**config.mk**
```make
export PLATFORM = sky130hd
export DESIGN_NAME = ptp_hardware_clock
export DESIGN_NICKNAME = d
export VERILOG_FILES = /design/src/ptphc_pkg.sv /design/src/ptp_hardware_clock.sv
export SDC_FILE = /design/constraint.sdc
export NUM_CORES = 1
export LEC_CHECK = 0
export BUFFER_PORTS_ARGS = -buffer_cell sky130_fd_sc_hd__buf_2
export CORE_UTILIZATION = 55
export CTS_CLUSTER_DIAMETER = 40
export DETAILED_ROUTE_END_ITERATION = 6
export PLACE_DENSITY = 0.76
export SYNTH_ARGS = -nofsm -noshare
export SYNTH_HDL_FRONTEND = slang
export SYNTH_SLANG_ARGS = --single-unit
```
**constraint.sdc**
```tcl
create_clock -name clock -period 12.75 [get_ports clock]
set_input_delay 1.9125 -clock clock [delete_from_list [all_inputs] [get_ports clock]]
set_output_delay 1.9125 -clock clock [all_outputs]
set_load 0.03 [all_outputs]
```
**src/ptphc_pkg.sv**
```systemverilog
`timescale 1ns / 1ps
// ----------------------------------------------------------------------------
// ptphc_pkg
// Widths and command codes of the precision time clock.
// ----------------------------------------------------------------------------
package ptphc_pkg;

   // Fraction bits of the nanosecond counter (increment is in 2^-FRAC_BITS ns)
   localparam int FRAC_BITS   = 32;
   localparam int TIME_W      = 64;
   localparam int ADJ_MAG_W   = 31;
   localparam int CMD_W       = 3;

   typedef enum logic [CMD_W-1:0] {
      CMD_TICK       = 3'd0,
      CMD_READ_TIME  = 3'd1,
      CMD_WRITE_TIME = 3'd2,
      CMD_READ_ADJ   = 3'd3,
      CMD_WRITE_ADJ  = 3'd4,
      CMD_WRITE_INC  = 3'd5
   } cmd_type;

endpackage

```
**src/ptp_hardware_clock.sv**
```systemverilog
`timescale 1ns / 1ps
// A read is held in the item stage, then loaded into the result register.
// Throughput: one item per cycle; the item stage stalls only while it holds a
// read and the result register is full and not being taken.
// Reset: synchronous, active high; clears time, fraction, offset, increment,
// adjustment and all valid flags.
// ----------------------------------------------------------------------------
// ptp_hardware_clock
// Nanosecond counter with fractional increment, slewing adjustment and a
// software offset, driven by a stream of tick and register access items.
// ----------------------------------------------------------------------------
module ptp_hardware_clock (
   input  logic        clock,
   input  logic        reset,
   // item input
   input  logic        req_tvalid,
   output logic        req_tready,
   input  logic [63:0] req_tdata,   // [63:0] value
   input  logic [2:0]  req_tuser,   // [2:0] cmd
   // result output
   output logic        rsp_tvalid,
   input  logic        rsp_tready,
   output logic [63:0] rsp_tdata    // [63:0] read_data
);

   localparam int FB = ptphc_pkg::FRAC_BITS;
   localparam int TW = ptphc_pkg::TIME_W;
   localparam int AW = ptphc_pkg::ADJ_MAG_W;

   // item stage
   logic                  stage_valid_ff, stage_valid_in;
   ptphc_pkg::cmd_type    stage_cmd_ff, stage_cmd_in;
   logic [TW-1:0]         stage_value_ff, stage_value_in;

   // clock state
   logic [TW-1:0]         time_ns_ff, time_ns_in;
   logic [FB-1:0]         time_frac_ff, time_frac_in;
   logic [TW-1:0]         time_offset_ff, time_offset_in;
   logic [TW-1:0]         increment_ff, increment_in;
   logic [AW-1:0]         adj_remaining_ff, adj_remaining_in;
   logic                  adj_negative_ff, adj_negative_in;

   // result register
   logic                  rsp_valid_ff, rsp_valid_in;
   logic [TW-1:0]         rsp_data_ff, rsp_data_in;

   logic                  stage_is_read;
   logic                  out_free;
   logic                  stage_fire;
   logic                  req_xfer;
   logic [FB:0]           frac_sum;
   logic [TW-1:0]         inc_whole;
   logic [TW-1:0]         adj_step;
   logic [TW-1:0]         tick_ns;

   // handshake control
   always_comb begin
      stage_is_read = stage_cmd_ff inside {ptphc_pkg::CMD_READ_TIME, ptphc_pkg::CMD_READ_ADJ};
      out_free      = !rsp_valid_ff || rsp_tready;
      stage_fire    = stage_valid_ff && (!stage_is_read || out_free);
      req_tready    = !stage_valid_ff || stage_fire;
      req_xfer      = req_tvalid && req_tready;
   end

   // tick arithmetic: fraction carry, whole increment and one-ns slew
   always_comb begin
      frac_sum  = {1'b0, time_frac_ff} + {1'b0, increment_ff[FB-1:0]};
      inc_whole = increment_ff >> FB;
      if (adj_remaining_ff == '0) begin
         adj_step = '0;
      end else if (adj_negative_ff) begin
         adj_step = '1;
      end else begin
         adj_step = TW'(1);
      end
      tick_ns = time_ns_ff + inc_whole + TW'(frac_sum[FB]) + adj_step;
   end

   // next state
   always_comb begin
      stage_valid_in   = stage_valid_ff && !stage_fire;
      stage_cmd_in     = stage_cmd_ff;
      stage_value_in   = stage_value_ff;
      time_ns_in       = time_ns_ff;
      time_frac_in     = time_frac_ff;
      time_offset_in   = time_offset_ff;
      increment_in     = increment_ff;
      adj_remaining_in = adj_remaining_ff;
      adj_negative_in  = adj_negative_ff;
      rsp_valid_in     = rsp_valid_ff && !rsp_tready;
      rsp_data_in      = rsp_data_ff;

      // load the stage
      if (req_xfer) begin
         stage_valid_in = 1'b1;
         stage_cmd_in   = ptphc_pkg::cmd_type'(req_tuser);
         stage_value_in = req_tdata;
      end

      // execute the staged item
      if (stage_fire) begin
         case (stage_cmd_ff)
            ptphc_pkg::CMD_TICK: begin
               time_frac_in = frac_sum[FB-1:0];
               time_ns_in   = tick_ns;
               if (adj_remaining_ff != '0) begin
                  adj_remaining_in = adj_remaining_ff - AW'(1);
               end
            end
            ptphc_pkg::CMD_READ_TIME: begin
               rsp_valid_in = 1'b1;
               rsp_data_in  = time_ns_ff + time_offset_ff;
            end
            ptphc_pkg::CMD_WRITE_TIME: begin
               time_offset_in = stage_value_ff - time_ns_ff;
            end
            ptphc_pkg::CMD_READ_ADJ: begin
               rsp_valid_in = 1'b1;
               rsp_data_in  = {(TW-AW-1)'(0), adj_negative_ff, adj_remaining_ff};
            end
            ptphc_pkg::CMD_WRITE_ADJ: begin
               adj_remaining_in = stage_value_ff[AW-1:0];
               adj_negative_in  = stage_value_ff[AW];
            end
            ptphc_pkg::CMD_WRITE_INC: begin
               increment_in = stage_value_ff;
            end
            default: begin
               // unused codes: drop
            end
         endcase
      end
   end

   // registers
   always_ff @(posedge clock) begin
      if (reset) begin
         stage_valid_ff   <= 1'b0;
         time_ns_ff       <= '0;
         time_frac_ff     <= '0;
         time_offset_ff   <= '0;
         increment_ff     <= '0;
         adj_remaining_ff <= '0;
         adj_negative_ff  <= 1'b0;
         rsp_valid_ff     <= 1'b0;
      end else begin
         stage_valid_ff   <= stage_valid_in;
         time_ns_ff       <= time_ns_in;
         time_frac_ff     <= time_frac_in;
         time_offset_ff   <= time_offset_in;
         increment_ff     <= increment_in;
         adj_remaining_ff <= adj_remaining_in;
         adj_negative_ff  <= adj_negative_in;
         rsp_valid_ff     <= rsp_valid_in;
      end
      stage_cmd_ff   <= stage_cmd_in;
      stage_value_ff <= stage_value_in;
      rsp_data_ff    <= rsp_data_in;
   end

   assign rsp_tvalid = rsp_valid_ff;
   assign rsp_tdata  = rsp_data_ff;

endmodule

```
# Yosys cells after proc, flatten, opt, wreduce, memory -nomap -nowiden

Index checks and enable logic that the tools add are counted.

Bitwise gates (word level): 0
Multiply operators: 0
Div/mod/pow operators: 0
Add/subtract/negate cells: 7
Reduce and logical (&&, ||, !) cells: 24
Equal/unequal tests: 6
Order comparisons: 0
Shift-type cells: 0
Mux-type cells: 8

Operator list:

| operator                | number |
|---|---|
| $add A64 B64 Y64        | 2 |
| $mux W64                | 2 |
| $pmux W64 S2            | 1 |
| $add A64 B1 Y64         | 1 |
| $add A64 B32 Y64        | 1 |
| $sub A64 B64 Y64        | 1 |
| $pmux W31 S2            | 1 |
| $add A32 B32 Y33        | 1 |
| $logic_not A31 Y1       | 1 |
| $mux W31                | 1 |
| $reduce_bool A31 Y1     | 1 |
| $sub A31 B1 Y31 const B | 1 |
| $reduce_and A2 Y1       | 5 |
| $eq A3 B2 Y1 const B    | 2 |
| $eq A3 B3 Y1 const B    | 2 |
| $logic_not A1 Y1        | 5 |
| $logic_and A1 B1 Y1     | 4 |
| $reduce_bool A2 Y1      | 2 |
| $eq A3 B1 Y1 const B    | 1 |
| $logic_not A3 Y1        | 1 |
| $logic_or A1 B1 Y1      | 3 |
| $mux W1                 | 3 |
| $reduce_and A3 Y1       | 1 |
| $ne A2 B2 Y1 const B    | 1 |
| $reduce_or A2 Y1        | 1 |

Memories kept: 0
RAM bits: 0
Latch bits: 0
Memory bits (read-only): 0
Bits in registers: 389
Word-level logic and storage cells: 56

# Longest topological paths before layout

Depth in word-level cells: 8
Mapped depth: 26
Depth with buffers taken out: 26

# Least setup slack after synthesis

Ideal clock, no wire load.

Path type: register -> register
From: register adj_remaining_ff[0]
To: register time_ns_ff[63]
Path slack: 6710 ps
Stages on the path, launching flop included: 22
Library setup time: 124 ps
Buffers on the path: 0
Data arrival time: 5915 ps
Path through: dfxtp_1 inv_1 ha_1 nand3b_1 nor4_4 nand3_4 nor4_4 nand2b_1 inv_1 fa_1 ha_1 a211oi_1 nor4_1 nor4b_1 o211ai_1 a311o_1 a21o_1 a31o_2 a221oi_2 nor2_1 a31oi_1 nand3_1

Cells in the longest elaborated chain, start to end: 3

RTL lines:

| element                | RTL line                  | RTL |
|---|---|---|
| start, declared        | ptp_hardware_clock.sv:40  | `logic [AW-1:0] adj_remaining_ff, adj_remaining_in;` |
| start signal, assigned | ptp_hardware_clock.sv:152 | `adj_remaining_ff <= adj_remaining_in;` |
| $logic_not A31 Y1      | ptp_hardware_clock.sv:69  | `if (adj_remaining_ff == '0) begin` |
| $mux W64               | ptp_hardware_clock.sv:69  |  |
| $add A64 B64 Y64       | ptp_hardware_clock.sv:76  | `tick_ns = time_ns_ff + inc_whole + TW'(frac_sum[FB]) + adj_step;` |
| end signal, assigned   | ptp_hardware_clock.sv:148 | `time_ns_ff <= time_ns_in;` |
| end, declared          | ptp_hardware_clock.sv:36  | `logic [TW-1:0] time_ns_ff, time_ns_in;` |

No other way between the ends.
A chain may end at the register's enable or synchronous reset.

# Final worst setup path

Ends and elaborated chain as after synthesis.

==> run metrics <==
input/output buffers=136; io pins=~140; Critical-path top delay cell=fa_1; Primary FF master, synth=dfxtp_1; leakage power=~13 nW; critical path endpoint category=flop; cell area after layout=roughly 31000 um2; number of flops mapped to enable cells by yosys=approximately 130; asr flop ratio synth=0; worst skew pair latency=a little over 0.6 ns; first-pass GRT wire length=about 130000 um; grt met1 use=0.505; Initial Utilization=0.563; grt total ovfl=0; Cell Pwr Density=116 nW/um2; post-CTS sizing=0; largest net degree at the start of global routing=98; Clock Skew=0.0389 ns; family with the most delay on the worst path=simple AND/OR/NAND/NOR gates; CORE AREA=approximately 49000 um2; Hold Path Class=flop to flop; status=finished, final reports clean; worst hold slack=~0.45 ns; first drt pass iteration count=6; Synth area leader=dfxtp_1; post-synthesis sequential area ratio=0.328; CTS tree=built; final setup violation count=0; Mean Syn Cell Area=8.19 um2; Worst slew margin=0.197; drt initial violations=2893; met3 Usage GRT=0.0698; YS warnings=0; die height=227 um; vias in the first global route=roughly 24000; Bufs on Longest Clock Path=3; Mapped Nets=around 3800; Max Fclk=roughly 150 MHz; TritonCTS Sinks=slightly below 400; Detailed Route WL=around 90000 um; initial antenna violation count=1; remaining routing DRC violations=0; top-count cell post-synth=nand2_1; Distinct cells, synth=just under 100; FF+latch count, synth=around 400; Slew @ Worst Pin=approximately 1.2 ns; GR peak layer=met1; Worst EP required=13.24 ns; die width=roughly 230 um; setup repair bufs after CTS=0; gpl congestion=0.993; Post-Syn Instances=between 3000 and 4000; post-route ant nets=0; Worst Path Buf+Inv=3; post-route minimum period=between 6 and 7 ns; CTS Buf Count=between 60 and 70; clk slew on worst S/H paths=~0.050 ns; Layout Utilization=0.629; hold_buf cts=0; post-synth design cell area=roughly 28000 um2; met2 GRT Util=0.498; Layout area overhead=11.7%; Max Cap Viol=0; GRT Total Usage=0.341; Final Max Tran Viols=0; share of layout cells above drive strength 1=0.0960; RSZ-0062 raised after global routing=no; detailed-route wire length per cell=roughly 21 um; via count=26000; worst stage delay on the critical path=between 0.6 and 0.7 ns; Max VDD drop=about 0.00014 V; root buffer cell=clkbuf_16; # diodes=0; Rows=81; CP arrival=~7.2 ns; via-per-instance ratio=between 6 and 7; Hold Fails Final Rpt=0; Post-DP Area=28700 um2; main area contributors after synthesis=dfxtp_1 19%, edfxtp_1 14%, ha_1 11%, a21oi_1 8.5%, nand2_1 7.4%; CP Class=flop to flop; CP Max Fanout=62; Critical Path, Cell by Cell=inv_1, ha_1, nand3b_1, nor4_4, nand3_4, nor4_4, nand2b_1, inv_2, buf_4, fa_1, ha_1, a211oi_1, nor4_1, nor4b_1, o211ai_1, a311o_1, a21o_1, a31o_2, a221oi_2, nor2_1, a31oi_1, nand3_1; Final #Nets=roughly 3800; fin crit share=0.528; setup TNS=0 ns; total power=around 3.6 mW; r2r setup slk=~6.0 ns; Synth top area share=0.186; crit path launch type=flop; Die ar.=approximately 51000 um2; post-DP HPWL=just under 70000 um; Synth top cells by count=545 x nand2_1, 474 x a21oi_1, 258 x dfxtp_1, 253 x ha_1, 224 x nor2_1; CTS H-Tree Depth=3
==> stage by stage <==
stage | worst slack, ns | std cells
after CTS | 6.04 | 4154
after global routing | 5.47 | 4154
after detailed placement | 6.11 | 4027
after floorplan | 6.71 | 3390
final | 6.02 | 4154
after global placement | 6.17 | 4027
==> layout make-up <==
class / count / area, um2
sequential: 389 / 9100
timing repair buffer: 155 / 830
multi-input combinational: 2690 / 17400
clock buffer: 76 / 1780
clock inverter: 51 / 589
inverter: 129 / 484
fill: 4300 / 18300
tap: 664 / 831
==> flip-flops by register name, summed over array words and instances, names as in the netlist <==
name              flops
rsp_tvalid            1
rsp_tdata            64
time_offset_ff       64
adj_remaining_ff     31
increment_ff         64
stage_valid_ff        1
time_ns_ff           64
stage_value_ff       64
stage_cmd_ff          3
time_frac_ff         32
adj_negative_ff       1
==> power by group <==
group          switching (mW)  leakage [nW]  internal [mW]
clock network           0.699          1.15           1.18
registers              0.0417          3.33           1.31
logic                   0.228          8.26          0.125
==> worst min-delay path, stage by stage, from the launching register on <==
cell and delay (ns):
dfxtp_1 0.31, nand2_1 0.05, a21oi_1 0.05
==> cell usage in the layout, fill, tap and decap left out, drive strengths merged, types with 20 or more instances in the layout <==
cell | Yosys | final
a211oi | 39 | 39
a21o | 112 | 112
a21oi | 474 | 474
a22o | 20 | 20
a31oi | 31 | 31
buf | 28 | 155
clkbuf | 153 | 76
clkinv | 0 | 22
dfxtp | 258 | 258
edfxtp | 131 | 131
fa | 36 | 36
ha | 253 | 253
inv | 129 | 148
nand2 | 546 | 546
nand2b | 23 | 23
nand3 | 77 | 77
nand4 | 51 | 51
nor2 | 224 | 224
nor3 | 51 | 51
nor4 | 20 | 20
o211ai | 24 | 24
o21a | 30 | 30
o21ai | 189 | 189
o21bai | 37 | 37
or3 | 27 | 27
xnor2 | 121 | 121
xor2 | 64 | 64
==> metal layers <==
| layer | vias up | share of wire |
|---|---|---|
| li1 | 12300 | - |
| met1 | 12300 | 0.46 |
| met2 | 1215 | 0.42 |
| met3 | 112 | 0.10 |
| met4 | 0 | 0.019 |
| met5 | - | 0 |
==> path summary, 6_finish.rpt <==
kind                                                       start                         endpoint  cells past startpoint
worst min register to register   time_offset_ff[11]$_SDFFE_PP0P_  time_offset_ff[11]$_SDFFE_PP0P_                      2
worst max register to register  adj_remaining_ff[0]$_SDFFE_PP0P_      time_ns_ff[63]$_SDFFE_PP0P_                     22
worst max-delay path            adj_remaining_ff[0]$_SDFFE_PP0P_      time_ns_ff[63]$_SDFFE_PP0P_                     22
worst min-delay path             time_offset_ff[11]$_SDFFE_PP0P_  time_offset_ff[11]$_SDFFE_PP0P_                      2
==> kinds of logic after synthesis <==
family                     after synthesis  synth area share
buffers and inverters                  311            0.0470
AOI/OAI and AO/OA                     1086             0.241
xor gates and xnor gates               185            0.0583
and+or+nand+nor                       1127             0.185
DFF                                    389             0.328
adders and majority gates              289             0.140
muxes                                    3           0.00108
No activity file was read; power rests on OpenSTA's default activity.
